===== src/hdl/pcbd_pkg.sv =====
// Package: shared constants and codes for the prefix code bit decoder.
`timescale 1ns / 1ps
package pcbd_pkg;

  // Default geometry of the decoder.
  localparam int TABLE_ENTRIES_DEF = 16;
  localparam int MAX_CODE_BITS_DEF = 14;
  localparam int SYMBOL_BITS_DEF   = 16;

  // Derived default field widths.
  localparam int IDX_W_DEF = $clog2(TABLE_ENTRIES_DEF);
  localparam int LEN_W_DEF = $clog2(MAX_CODE_BITS_DEF + 1);

  // Symbol counter and its limit register.
  localparam int              COUNT_W     = 16;
  localparam logic [COUNT_W-1:0] LIMIT_RESET = '1;

  // Configuration port.
  localparam int CFG_IDX_W  = 1;
  localparam int CFG_DATA_W = 16;

  typedef logic [CFG_IDX_W-1:0] cfg_idx_t;
  localparam cfg_idx_t CFG_ENTRIES_IN_USE = 1'd0;
  localparam cfg_idx_t CFG_SYMBOL_LIMIT   = 1'd1;

  // Input transaction modes.
  typedef logic [1:0] mode_t;
  localparam mode_t MODE_LOAD    = 2'd0;
  localparam mode_t MODE_DECODE  = 2'd1;
  localparam mode_t MODE_RESTART = 2'd2;

endpackage


===== src/hdl/pcbd_ifs.sv =====
// Interfaces: input and result channels of the prefix code bit decoder.
`timescale 1ns / 1ps
interface pcbd_in_if #(
  parameter int IDX_W  = pcbd_pkg::IDX_W_DEF,
  parameter int CODE_W = pcbd_pkg::MAX_CODE_BITS_DEF,
  parameter int LEN_W  = pcbd_pkg::LEN_W_DEF,
  parameter int SYM_W  = pcbd_pkg::SYMBOL_BITS_DEF
);
  logic                valid;
  logic                ready;
  pcbd_pkg::mode_t     mode;
  logic [IDX_W-1:0]    entry_index;
  logic [CODE_W-1:0]   entry_code;
  logic [LEN_W-1:0]    entry_length;
  logic [SYM_W-1:0]    entry_symbol;
  logic                code_bit;

  modport source (output valid, mode, entry_index, entry_code, entry_length,
                  entry_symbol, code_bit, input ready);
  modport sink   (input valid, mode, entry_index, entry_code, entry_length,
                  entry_symbol, code_bit, output ready);
endinterface

interface pcbd_out_if #(
  parameter int SYM_W = pcbd_pkg::SYMBOL_BITS_DEF
);
  logic             valid;
  logic             ready;
  logic [SYM_W-1:0] symbol;
  logic             code_error;
  logic             last_symbol;

  modport source (output valid, symbol, code_error, last_symbol, input ready);
  modport sink   (input valid, symbol, code_error, last_symbol, output ready);
endinterface


===== src/hdl/pcbd_table.sv =====
// Code table: entry storage and parallel match against the running code.
`timescale 1ns / 1ps
module pcbd_table #(
  parameter int TABLE_ENTRIES = pcbd_pkg::TABLE_ENTRIES_DEF,
  parameter int MAX_CODE_BITS = pcbd_pkg::MAX_CODE_BITS_DEF,
  parameter int SYMBOL_BITS   = pcbd_pkg::SYMBOL_BITS_DEF,
  parameter int IDX_W         = $clog2(TABLE_ENTRIES),
  parameter int LEN_W         = $clog2(MAX_CODE_BITS + 1),
  parameter int EIU_W         = $clog2(TABLE_ENTRIES + 1)
) (
  input  logic                     clk,
  input  logic                     wr_en,
  input  logic [IDX_W-1:0]         wr_idx,
  input  logic [MAX_CODE_BITS-1:0] wr_code,
  input  logic [LEN_W-1:0]         wr_len,
  input  logic [SYMBOL_BITS-1:0]   wr_sym,
  input  logic [EIU_W-1:0]         entries_in_use,
  input  logic [MAX_CODE_BITS-1:0] probe_code,
  input  logic [LEN_W-1:0]         probe_len,
  output logic                     hit,
  output logic [SYMBOL_BITS-1:0]   hit_symbol
);

  logic [MAX_CODE_BITS-1:0] code_r [TABLE_ENTRIES];
  logic [LEN_W-1:0]         len_r  [TABLE_ENTRIES];
  logic [SYMBOL_BITS-1:0]   sym_r  [TABLE_ENTRIES];
  logic [TABLE_ENTRIES-1:0] match;

  // Slots past the table depth (non power-of-two depth) are dropped.
  always_ff @(posedge clk) begin
    if (wr_en && ({1'b0, wr_idx} < (IDX_W + 1)'(TABLE_ENTRIES))) begin
      code_r[wr_idx] <= wr_code;
      len_r[wr_idx]  <= wr_len;
      sym_r[wr_idx]  <= wr_sym;
    end
  end

  // Per-slot compare; only the low len bits of the stored code count.
  always_comb begin
    for (int i = 0; i < TABLE_ENTRIES; i++) begin
      match[i] = (EIU_W'(i) < entries_in_use) &&
                 (len_r[i] != '0) &&
                 (len_r[i] <= LEN_W'(MAX_CODE_BITS)) &&
                 (len_r[i] == probe_len) &&
                 ((code_r[i] & ~({MAX_CODE_BITS{1'b1}} << len_r[i])) == probe_code);
    end
  end

  // Highest matching index wins.
  always_comb begin
    hit        = 1'b0;
    hit_symbol = '0;
    for (int i = 0; i < TABLE_ENTRIES; i++) begin
      if (match[i]) begin
        hit        = 1'b1;
        hit_symbol = sym_r[i];
      end
    end
  end

endmodule


===== src/hdl/prefix_code_bit_decoder.sv =====
// Top level: bit-serial prefix code decoder with a loadable code table.
//
// Decodes a prefix-coded stream one bit per input transaction and takes
// one transaction every clock cycle while the result side is not stalled.
// Each transaction sits in the input register, where the running-code
// update and the parallel compare against all table entries happen, and
// then lands in the result register. Mode 0 loads
// a table slot (entry_index, entry_code, entry_length, entry_symbol), mode
// 1 shifts code_bit into the running code, mode 2 restarts the stream;
// only decode transactions can give a result. A match emits the slot's
// symbol (highest slot wins on duplicates); a running code that reaches
// MAX_CODE_BITS without a match gives a result with code_error set and
// symbol zero. The result that brings the count to symbol_limit carries
// last_symbol, after which decode bits are dropped until a restart. Table
// slots have no reset: load every slot below entries_in_use before
// decoding. Configure only while the block is idle.
`timescale 1ns / 1ps
module prefix_code_bit_decoder #(
  parameter int TABLE_ENTRIES = pcbd_pkg::TABLE_ENTRIES_DEF,
  parameter int MAX_CODE_BITS = pcbd_pkg::MAX_CODE_BITS_DEF,
  parameter int SYMBOL_BITS   = pcbd_pkg::SYMBOL_BITS_DEF
) (
  input  logic                          clk,
  input  logic                          rst_n,
  pcbd_in_if.sink                       in_ch,
  pcbd_out_if.source                    out_ch,
  input  logic                          cfg_we,
  input  pcbd_pkg::cfg_idx_t            cfg_idx,
  input  logic [pcbd_pkg::CFG_DATA_W-1:0] cfg_data
);

  localparam int IDX_W = $clog2(TABLE_ENTRIES);
  localparam int LEN_W = $clog2(MAX_CODE_BITS + 1);
  localparam int EIU_W = $clog2(TABLE_ENTRIES + 1);

  // Configuration registers
  logic [EIU_W-1:0]             entries_in_use_r;
  logic [pcbd_pkg::COUNT_W-1:0] symbol_limit_r;

  // Input register stage
  logic                     in_valid_r;
  pcbd_pkg::mode_t          in_mode_r;
  logic [IDX_W-1:0]         in_idx_r;
  logic [MAX_CODE_BITS-1:0] in_code_r;
  logic [LEN_W-1:0]         in_len_r;
  logic [SYMBOL_BITS-1:0]   in_sym_r;
  logic                     in_bit_r;

  // Decoder state
  logic [MAX_CODE_BITS-1:0]     running_code_r, running_code_nxt;
  logic [LEN_W-1:0]             running_length_r, running_length_nxt;
  logic [pcbd_pkg::COUNT_W-1:0] decoded_count_r, decoded_count_nxt;
  logic                         stream_done_r, stream_done_nxt;

  // Result register
  logic                   out_valid_r, out_valid_nxt;
  logic [SYMBOL_BITS-1:0] out_symbol_r, out_symbol_nxt;
  logic                   out_code_error_r, out_code_error_nxt;
  logic                   out_last_symbol_r, out_last_symbol_nxt;

  logic                     advance;
  logic [MAX_CODE_BITS-1:0] probe_code;
  logic [LEN_W-1:0]         probe_len;
  logic                     hit;
  logic [SYMBOL_BITS-1:0]   hit_symbol;
  logic [pcbd_pkg::COUNT_W-1:0] count_inc;

  // The staged transaction moves on whenever the result slot is free or
  // being drained this cycle, so a full pipe still takes one per cycle.
  assign advance     = in_valid_r && (!out_valid_r || out_ch.ready);
  assign in_ch.ready = !in_valid_r || advance;

  assign out_ch.valid       = out_valid_r;
  assign out_ch.symbol      = out_symbol_r;
  assign out_ch.code_error  = out_code_error_r;
  assign out_ch.last_symbol = out_last_symbol_r;

  // Running code with the new bit shifted in (upper bits stay zero).
  assign probe_code = {running_code_r[MAX_CODE_BITS-2:0], in_bit_r};
  assign probe_len  = running_length_r + LEN_W'(1);
  assign count_inc  = decoded_count_r + pcbd_pkg::COUNT_W'(1);

  pcbd_table #(
    .TABLE_ENTRIES (TABLE_ENTRIES),
    .MAX_CODE_BITS (MAX_CODE_BITS),
    .SYMBOL_BITS   (SYMBOL_BITS),
    .IDX_W         (IDX_W),
    .LEN_W         (LEN_W),
    .EIU_W         (EIU_W)
  ) u_table (
    .clk            (clk),
    .wr_en          (advance && (in_mode_r == pcbd_pkg::MODE_LOAD)),
    .wr_idx         (in_idx_r),
    .wr_code        (in_code_r),
    .wr_len         (in_len_r),
    .wr_sym         (in_sym_r),
    .entries_in_use (entries_in_use_r),
    .probe_code     (probe_code),
    .probe_len      (probe_len),
    .hit            (hit),
    .hit_symbol     (hit_symbol)
  );

  // Next state and result for the staged transaction.
  always_comb begin
    running_code_nxt    = running_code_r;
    running_length_nxt  = running_length_r;
    decoded_count_nxt   = decoded_count_r;
    stream_done_nxt     = stream_done_r;
    out_valid_nxt       = 1'b0;
    out_symbol_nxt      = '0;
    out_code_error_nxt  = 1'b0;
    out_last_symbol_nxt = 1'b0;
    case (in_mode_r)
      pcbd_pkg::MODE_RESTART: begin
        running_code_nxt   = '0;
        running_length_nxt = '0;
        decoded_count_nxt  = '0;
        stream_done_nxt    = 1'b0;
      end
      pcbd_pkg::MODE_DECODE: begin
        if (!stream_done_r) begin
          if (hit) begin
            running_code_nxt    = '0;
            running_length_nxt  = '0;
            decoded_count_nxt   = count_inc;
            out_valid_nxt       = 1'b1;
            out_symbol_nxt      = hit_symbol;
            out_last_symbol_nxt = (count_inc == symbol_limit_r);
            stream_done_nxt     = (count_inc == symbol_limit_r);
          end else if (probe_len >= LEN_W'(MAX_CODE_BITS)) begin
            // unmatched full-length code: flag and flush
            running_code_nxt   = '0;
            running_length_nxt = '0;
            out_valid_nxt      = 1'b1;
            out_code_error_nxt = 1'b1;
          end else begin
            running_code_nxt   = probe_code;
            running_length_nxt = probe_len;
          end
        end
      end
      default: begin
        // loads touch only the table; mode 3 is a no-op
      end
    endcase
  end

  always_ff @(posedge clk) begin
    if (!rst_n) begin
      entries_in_use_r <= '0;
      symbol_limit_r   <= pcbd_pkg::LIMIT_RESET;
    end else if (cfg_we) begin
      case (cfg_idx)
        pcbd_pkg::CFG_ENTRIES_IN_USE: entries_in_use_r <= cfg_data[EIU_W-1:0];
        pcbd_pkg::CFG_SYMBOL_LIMIT:   symbol_limit_r   <= cfg_data[pcbd_pkg::COUNT_W-1:0];
        default: begin
        end
      endcase
    end
  end

  // Input stage: control reset, payload free-running on acceptance.
  always_ff @(posedge clk) begin
    if (!rst_n) begin
      in_valid_r <= 1'b0;
    end else if (in_ch.ready) begin
      in_valid_r <= in_ch.valid;
    end
  end

  always_ff @(posedge clk) begin
    if (in_ch.valid && in_ch.ready) begin
      in_mode_r <= in_ch.mode;
      in_idx_r  <= in_ch.entry_index;
      in_code_r <= in_ch.entry_code;
      in_len_r  <= in_ch.entry_length;
      in_sym_r  <= in_ch.entry_symbol;
      in_bit_r  <= in_ch.code_bit;
    end
  end

  always_ff @(posedge clk) begin
    if (!rst_n) begin
      running_code_r   <= '0;
      running_length_r <= '0;
      decoded_count_r  <= '0;
      stream_done_r    <= 1'b0;
      out_valid_r      <= 1'b0;
    end else if (advance) begin
      running_code_r   <= running_code_nxt;
      running_length_r <= running_length_nxt;
      decoded_count_r  <= decoded_count_nxt;
      stream_done_r    <= stream_done_nxt;
      out_valid_r      <= out_valid_nxt;
    end else if (out_ch.ready) begin
      out_valid_r <= 1'b0;
    end
  end

  always_ff @(posedge clk) begin
    if (advance) begin
      out_symbol_r      <= out_symbol_nxt;
      out_code_error_r  <= out_code_error_nxt;
      out_last_symbol_r <= out_last_symbol_nxt;
    end
  end

  // Running code is flushed before it can reach full length.
  a_len_bound: assert property (@(posedge clk) disable iff (!rst_n)
    running_length_r < LEN_W'(MAX_CODE_BITS))
    else $error("running length reached maximum");

  // An empty running code carries no bits.
  a_empty_code: assert property (@(posedge clk) disable iff (!rst_n)
    (running_length_r == '0) |-> (running_code_r == '0))
    else $error("stale bits in empty running code");

  // Error results carry no symbol and no last flag.
  a_err_result: assert property (@(posedge clk) disable iff (!rst_n)
    (out_valid_r && out_code_error_r) |-> (out_symbol_r == '0 && !out_last_symbol_r))
    else $error("malformed error result");

  // Stream completion comes only with a last-symbol result.
  a_done_src: assert property (@(posedge clk) disable iff (!rst_n)
    $rose(stream_done_r) |-> (out_valid_r && out_last_symbol_r))
    else $error("stream done without last symbol");

  // A staged transaction is not lost while the result side stalls.
  a_stage_hold: assert property (@(posedge clk) disable iff (!rst_n)
    (in_valid_r && !advance) |=> in_valid_r)
    else $error("staged transaction dropped");

endmodule


===== src/flat_wrapper.sv =====
// flat-port wrapper written by rule: the top's interface ports become plain ports
module prefix_code_bit_decoder_flat 
#(
  parameter int TABLE_ENTRIES = pcbd_pkg::TABLE_ENTRIES_DEF,
  parameter int MAX_CODE_BITS = pcbd_pkg::MAX_CODE_BITS_DEF,
  parameter int SYMBOL_BITS   = pcbd_pkg::SYMBOL_BITS_DEF
)
  (clk, rst_n, cfg_we, cfg_idx, cfg_data, in_ch_valid, in_ch_mode, in_ch_entry_index, in_ch_entry_code, in_ch_entry_length, in_ch_entry_symbol, in_ch_code_bit, in_ch_ready, out_ch_valid, out_ch_symbol, out_ch_code_error, out_ch_last_symbol, out_ch_ready);
  pcbd_in_if in_ch_i ();
  pcbd_out_if out_ch_i ();
  input  logic clk;
  input  logic rst_n;
  input  logic cfg_we;
  input  pcbd_pkg::cfg_idx_t cfg_idx;
  input  logic [pcbd_pkg::CFG_DATA_W-1:0] cfg_data;
  input wire logic [$bits(in_ch_i.valid)-1:0] in_ch_valid;
  input wire logic [$bits(in_ch_i.mode)-1:0] in_ch_mode;
  input wire logic [$bits(in_ch_i.entry_index)-1:0] in_ch_entry_index;
  input wire logic [$bits(in_ch_i.entry_code)-1:0] in_ch_entry_code;
  input wire logic [$bits(in_ch_i.entry_length)-1:0] in_ch_entry_length;
  input wire logic [$bits(in_ch_i.entry_symbol)-1:0] in_ch_entry_symbol;
  input wire logic [$bits(in_ch_i.code_bit)-1:0] in_ch_code_bit;
  output wire logic [$bits(in_ch_i.ready)-1:0] in_ch_ready;
  output wire logic [$bits(out_ch_i.valid)-1:0] out_ch_valid;
  output wire logic [$bits(out_ch_i.symbol)-1:0] out_ch_symbol;
  output wire logic [$bits(out_ch_i.code_error)-1:0] out_ch_code_error;
  output wire logic [$bits(out_ch_i.last_symbol)-1:0] out_ch_last_symbol;
  input wire logic [$bits(out_ch_i.ready)-1:0] out_ch_ready;
  assign in_ch_i.valid = in_ch_valid;
  assign in_ch_i.mode = in_ch_mode;
  assign in_ch_i.entry_index = in_ch_entry_index;
  assign in_ch_i.entry_code = in_ch_entry_code;
  assign in_ch_i.entry_length = in_ch_entry_length;
  assign in_ch_i.entry_symbol = in_ch_entry_symbol;
  assign in_ch_i.code_bit = in_ch_code_bit;
  assign in_ch_ready = in_ch_i.ready;
  assign out_ch_valid = out_ch_i.valid;
  assign out_ch_symbol = out_ch_i.symbol;
  assign out_ch_code_error = out_ch_i.code_error;
  assign out_ch_last_symbol = out_ch_i.last_symbol;
  assign out_ch_i.ready = out_ch_ready;
  prefix_code_bit_decoder #(.TABLE_ENTRIES(TABLE_ENTRIES), .MAX_CODE_BITS(MAX_CODE_BITS), .SYMBOL_BITS(SYMBOL_BITS)) u_core (.clk(clk), .rst_n(rst_n), .in_ch(in_ch_i), .out_ch(out_ch_i), .cfg_we(cfg_we), .cfg_idx(cfg_idx), .cfg_data(cfg_data));
endmodule

===== config.mk =====
export PLATFORM = sky130hd
export DESIGN_NAME = prefix_code_bit_decoder_flat
export DESIGN_NICKNAME = d
export VERILOG_FILES = /design/src/hdl/pcbd_pkg.sv /design/src/hdl/pcbd_ifs.sv /design/src/hdl/pcbd_table.sv /design/src/hdl/prefix_code_bit_decoder.sv /design/src/flat_wrapper.sv
export SDC_FILE = /design/constraint.sdc
export NUM_CORES = 1
export LEC_CHECK = 0
export BUFFER_PORTS_ARGS = -buffer_cell sky130_fd_sc_hd__buf_2
export CORE_ASPECT_RATIO = 1.5
export CORE_MARGIN = 2
export CORE_UTILIZATION = 56
export DETAILED_ROUTE_END_ITERATION = 10
export PLACE_DENSITY = 0.76
export SKIP_LAST_GASP = 1
export SYNTH_ARGS = -nofsm -noshare
export SYNTH_HDL_FRONTEND = slang
export SYNTH_SLANG_ARGS = --single-unit

===== constraint.sdc =====
create_clock -name clk -period 11.6 [get_ports clk]
set_input_delay 0 -clock clk [delete_from_list [all_inputs] [get_ports clk]]
set_output_delay 0 -clock clk [all_outputs]
set_load 0.005 [all_outputs]

==> results.py <==
metrics = {
    "outcome": {
        "status": "finished, violations left",
        "violations": "max-capacitance violations",
    },
    "sta": {
        "holdWs_ps": 79.2,
        "max_freq_ghz": 0.167,
        "finalClockSkew_ps": 22.4,
        "setup_viol": 0,
        "setup_tns_ps": 0,
        "slew_headroom": 0.0138,
        "rsz0062_at_grt": "false",
        "period_share": 0.517,
        "timing.final.crit_period_ps": 6000,
        "slew_viol_final": 0,
        "hold_viol_final": 0,
        "tightest_slew_ps": 1480,
    },
    "critical_path": {
        "max_stage_delay_ps": 1220,
        "worst-path-max-fanout": 37,
        "critPathCaptureType": "register",
        "critical_path.most_common_cell": "buf_4",
        "cp.arrival_ps": 6400,
        "start_kind": "register",
        "cp_cell_sequence": "buf_4, ha_1, buf_4, xor2_1, nand2_1, or4_1, nor3_1, nand4_1, nand3_1, nor2_2, a211oi_2, a222oi_1, o41ai_1",
        "path_class": "register to register",
        "required_ps": 12000,
        "critPathSlowestCell": "a211oi_2",
        "critPathBufInv": 2,
        "worst_path_dominant_cell_family": "simple AND/OR/NAND/NOR gates",
    },
    "synth": {
        "synth-edff-count": 603,
        "synth-simple-area-share": 0.155,
        "synthXorXnorAreaFrac": 0.0537,
        "async_flop_share": 0,
        "yosysWarnings": 0,
        "synth_top_family_by_area": "simple AND/OR/NAND/NOR gates",
        "synth_area_leaders": "edfxtp_1, xnor2_1, dfxtp_1",
        "synth.area.mux_share": 0.0212,
        "synthesis.instances": 2728,
        "synthFlopType": "edfxtp_1",
        "synth_top_cell_by_area": "edfxtp_1",
        "ys_ff_latch": 660,
        "syn_area_per_cell_um2": 11.7,
        "ys_seq_area_frac": 0.601,
        "synth_compound_area_frac": 0.129,
        "ys_types": 94,
        "synthAdderAreaFrac": 0.00266,
        "syn-num-nets": 2797,
        "syn_area_um2": 32000,
        "synth_top_area_share": 0.566,
    },
    "clock_network": {
        "clkTransAtPathRegs_ps": 70,
        "postCtsSetupBuffers": 0,
        "cts_root_buf": "clkbuf_16",
        "cts.path.max_buffers": 3,
        "numCtsBuffers": 59,
        "clock_latency_ps": 620,
        "htree_levels": 2,
        "numClockSinks": 660,
        "cts_tree": "done",
    },
    "layout": {
        "register_area_um2": 19200,
        "final_cell_mix": "edfxtp_1, nand2_1, o21ai_0, xnor2_1, nand3_1",
        "syn_to_final_growth_pct": 12.8,
        "multi_input_area_um2": 11700,
        "nFillCells": 4231,
        "fin_nets": 2887,
        "drive_gt1_frac": 0.125,
        "final_common_cell": "edfxtp_1",
    },
    "detailed_routing": {
        "drt-pass1-iter-count": 8,
        "wl_um": 100000,
        "post_drt_wl_per_cell_um": 27.6,
        "drtIter0Drc": 3424,
        "via_per_inst": 6.67,
        "drc": 0,
        "postRouteAntennaNets": 0,
        "via_count": 24200,
    },
    "power": {
        "total_power_w": 0.00497,
        "power_frac_comb": 0.034,
        "ir_drop_mv": 0.151,
        "powerDensity_nw_per_um2": 138,
        "sequentialPowerShare": 0.540,
        "cellLeakagePower_nw": 12.3,
        "power_switching_w": 0.00106,
        "p_int_w": 0.00391,
        "p_sw_frac": 0.214,
        "clock_power_share": 0.426,
    },
    "grt": {
        "grt_max_degree": 48,
        "grt_use_total": 0.339,
        "grtUsageMet2": 0.575,
        "gr-usage-met1": 0.404,
        "grt_pass1_vias": 24100,
        "antenna_found_initial": 4,
        "overflow": 0,
        "busiest_layer": "met2",
        "met3_usage": 0.0437,
        "grt_pass1_wl_um": 148000,
    },
    "placement": {
        "place_congestion": 0.953,
        "portBuffers": 82,
        "dpl.hpwl_um": 62500,
    },
    "job": {
        "drv_cap": 1,
    },
    "die": {
        "dieHeight_um": 297,
        "std_cell_rows": 107,
        "die-area_um2": 59100,
        "start_util": 0.565,
        "die_w_um": 199,
        "core_area_um2": 56600,
        "io_pins": 83,
    },
    "min_path": {
        "hp-class": "input pin to register",
    },
}
[cell type report]
class                      count  share of cell area
tap                          763              0.0264
multi-input combinational   1771               0.325
clock inverter                41              0.0141
inverter                      99              0.0103
sequential                   660               0.533
timing repair buffer         227              0.0471
clock buffer                  68              0.0444
antenna                        1           0.0000693
[synth_stat cells (all sizes together), types with 33 or more instances]
master	n
a21oi	80
inv	98
nand3	140
xnor2	149
buf	47
nand4	68
and3	34
nor3	58
nor2b	51
nand2	206
clkbuf	151
xor2	36
mux2i	45
dfxtp	57
nor2	121
or2	33
edfxtp	603
o21ai	161
[power by group through the flow]
stage	registers [W]	clock network (W)	logic, W
floorplan	0.00271	0	0.0000612
global placement	0.00273	0	0.000139
detailed placement	0.00273	0	0.000140
CTS	0.00268	0.00212	0.000163
global route	0.00268	0.00221	0.000174
finish	0.00268	0.00212	0.000169
[repair_timing]
action,CTS,global route
hold buffers,80,0
hold endpoints to repair,64,0
resized for setup,0,0
[flip-flops by register name, summed over array words and instances (netlist names), 2 cells and up]
| register | cells |
|---|---|
| u_core.in_idx_r | 4 |
| u_core.in_code_r | 14 |
| u_core.in_mode_r | 2 |
| u_core.u_table.len_r | 64 |
| u_core.decoded_count_r | 16 |
| u_core.entries_in_use_r | 5 |
| u_core.out_ch.symbol | 16 |
| u_core.running_code_r | 13 |
| u_core.in_len_r | 4 |
| u_core.u_table.sym_r | 256 |
| u_core.symbol_limit_r | 16 |
| u_core.running_length_r | 4 |
| u_core.u_table.code_r | 224 |
| u_core.in_sym_r | 16 |
[metrics by stage]
step / util / worst slack, ps / instances / cell area, µm²
after CTS: 0.638 / 5800 / 3629 / 36100
after global routing: 0.638 / 5460 / 3629 / 36100
after global placement: 0.586 / 6200 / 3440 / 33200
after detailed placement: 0.586 / 5820 / 3440 / 33200
after floorplan: - / 7020 / 2728 / 32000
final: 0.638 / 5600 / 3630 / 36100
[final timing paths]
check	from	to	slack [ps]	cells after the start
worst max-delay path	u_core.running_length_r[0]$_SDFFE_PN0P_	u_core.out_ch.symbol[4]$_SDFFCE_PP0P_	5600	13
worst min-delay path	in_ch_entry_index[2]	u_core.in_idx_r[2]$_DFFE_PP_	80	2
worst min register to register	u_core.decoded_count_r[15]$_SDFFE_PN0P_	u_core.decoded_count_r[15]$_SDFFE_PN0P_	520	2
worst max register to register	u_core.running_length_r[0]$_SDFFE_PN0P_	u_core.out_ch.symbol[4]$_SDFFCE_PP0P_	5600	13
[metal layers]
| metal | up-vias | wire length [µm] |
|---|---|---|
| met1 | 11800 | 34600 |
| met5 | - | 16 |
| li1 | 10500 | - |
| met3 | 409 | 8840 |
| met2 | 1432 | 49200 |
| met4 | 2 | 7670 |
[kinds of logic (layout without fill, tap and decap cells)]
family,Yosys count,count (layout)
and+or+nand+nor,919,919
xor gates and xnor gates,187,187
DFF,660,660
AOI/OAI and AO/OA,593,593
buffers and inverters,297,435
adders and majority gates,7,7
muxes,65,65
other,0,1
(Power assumes the default switching activity.)
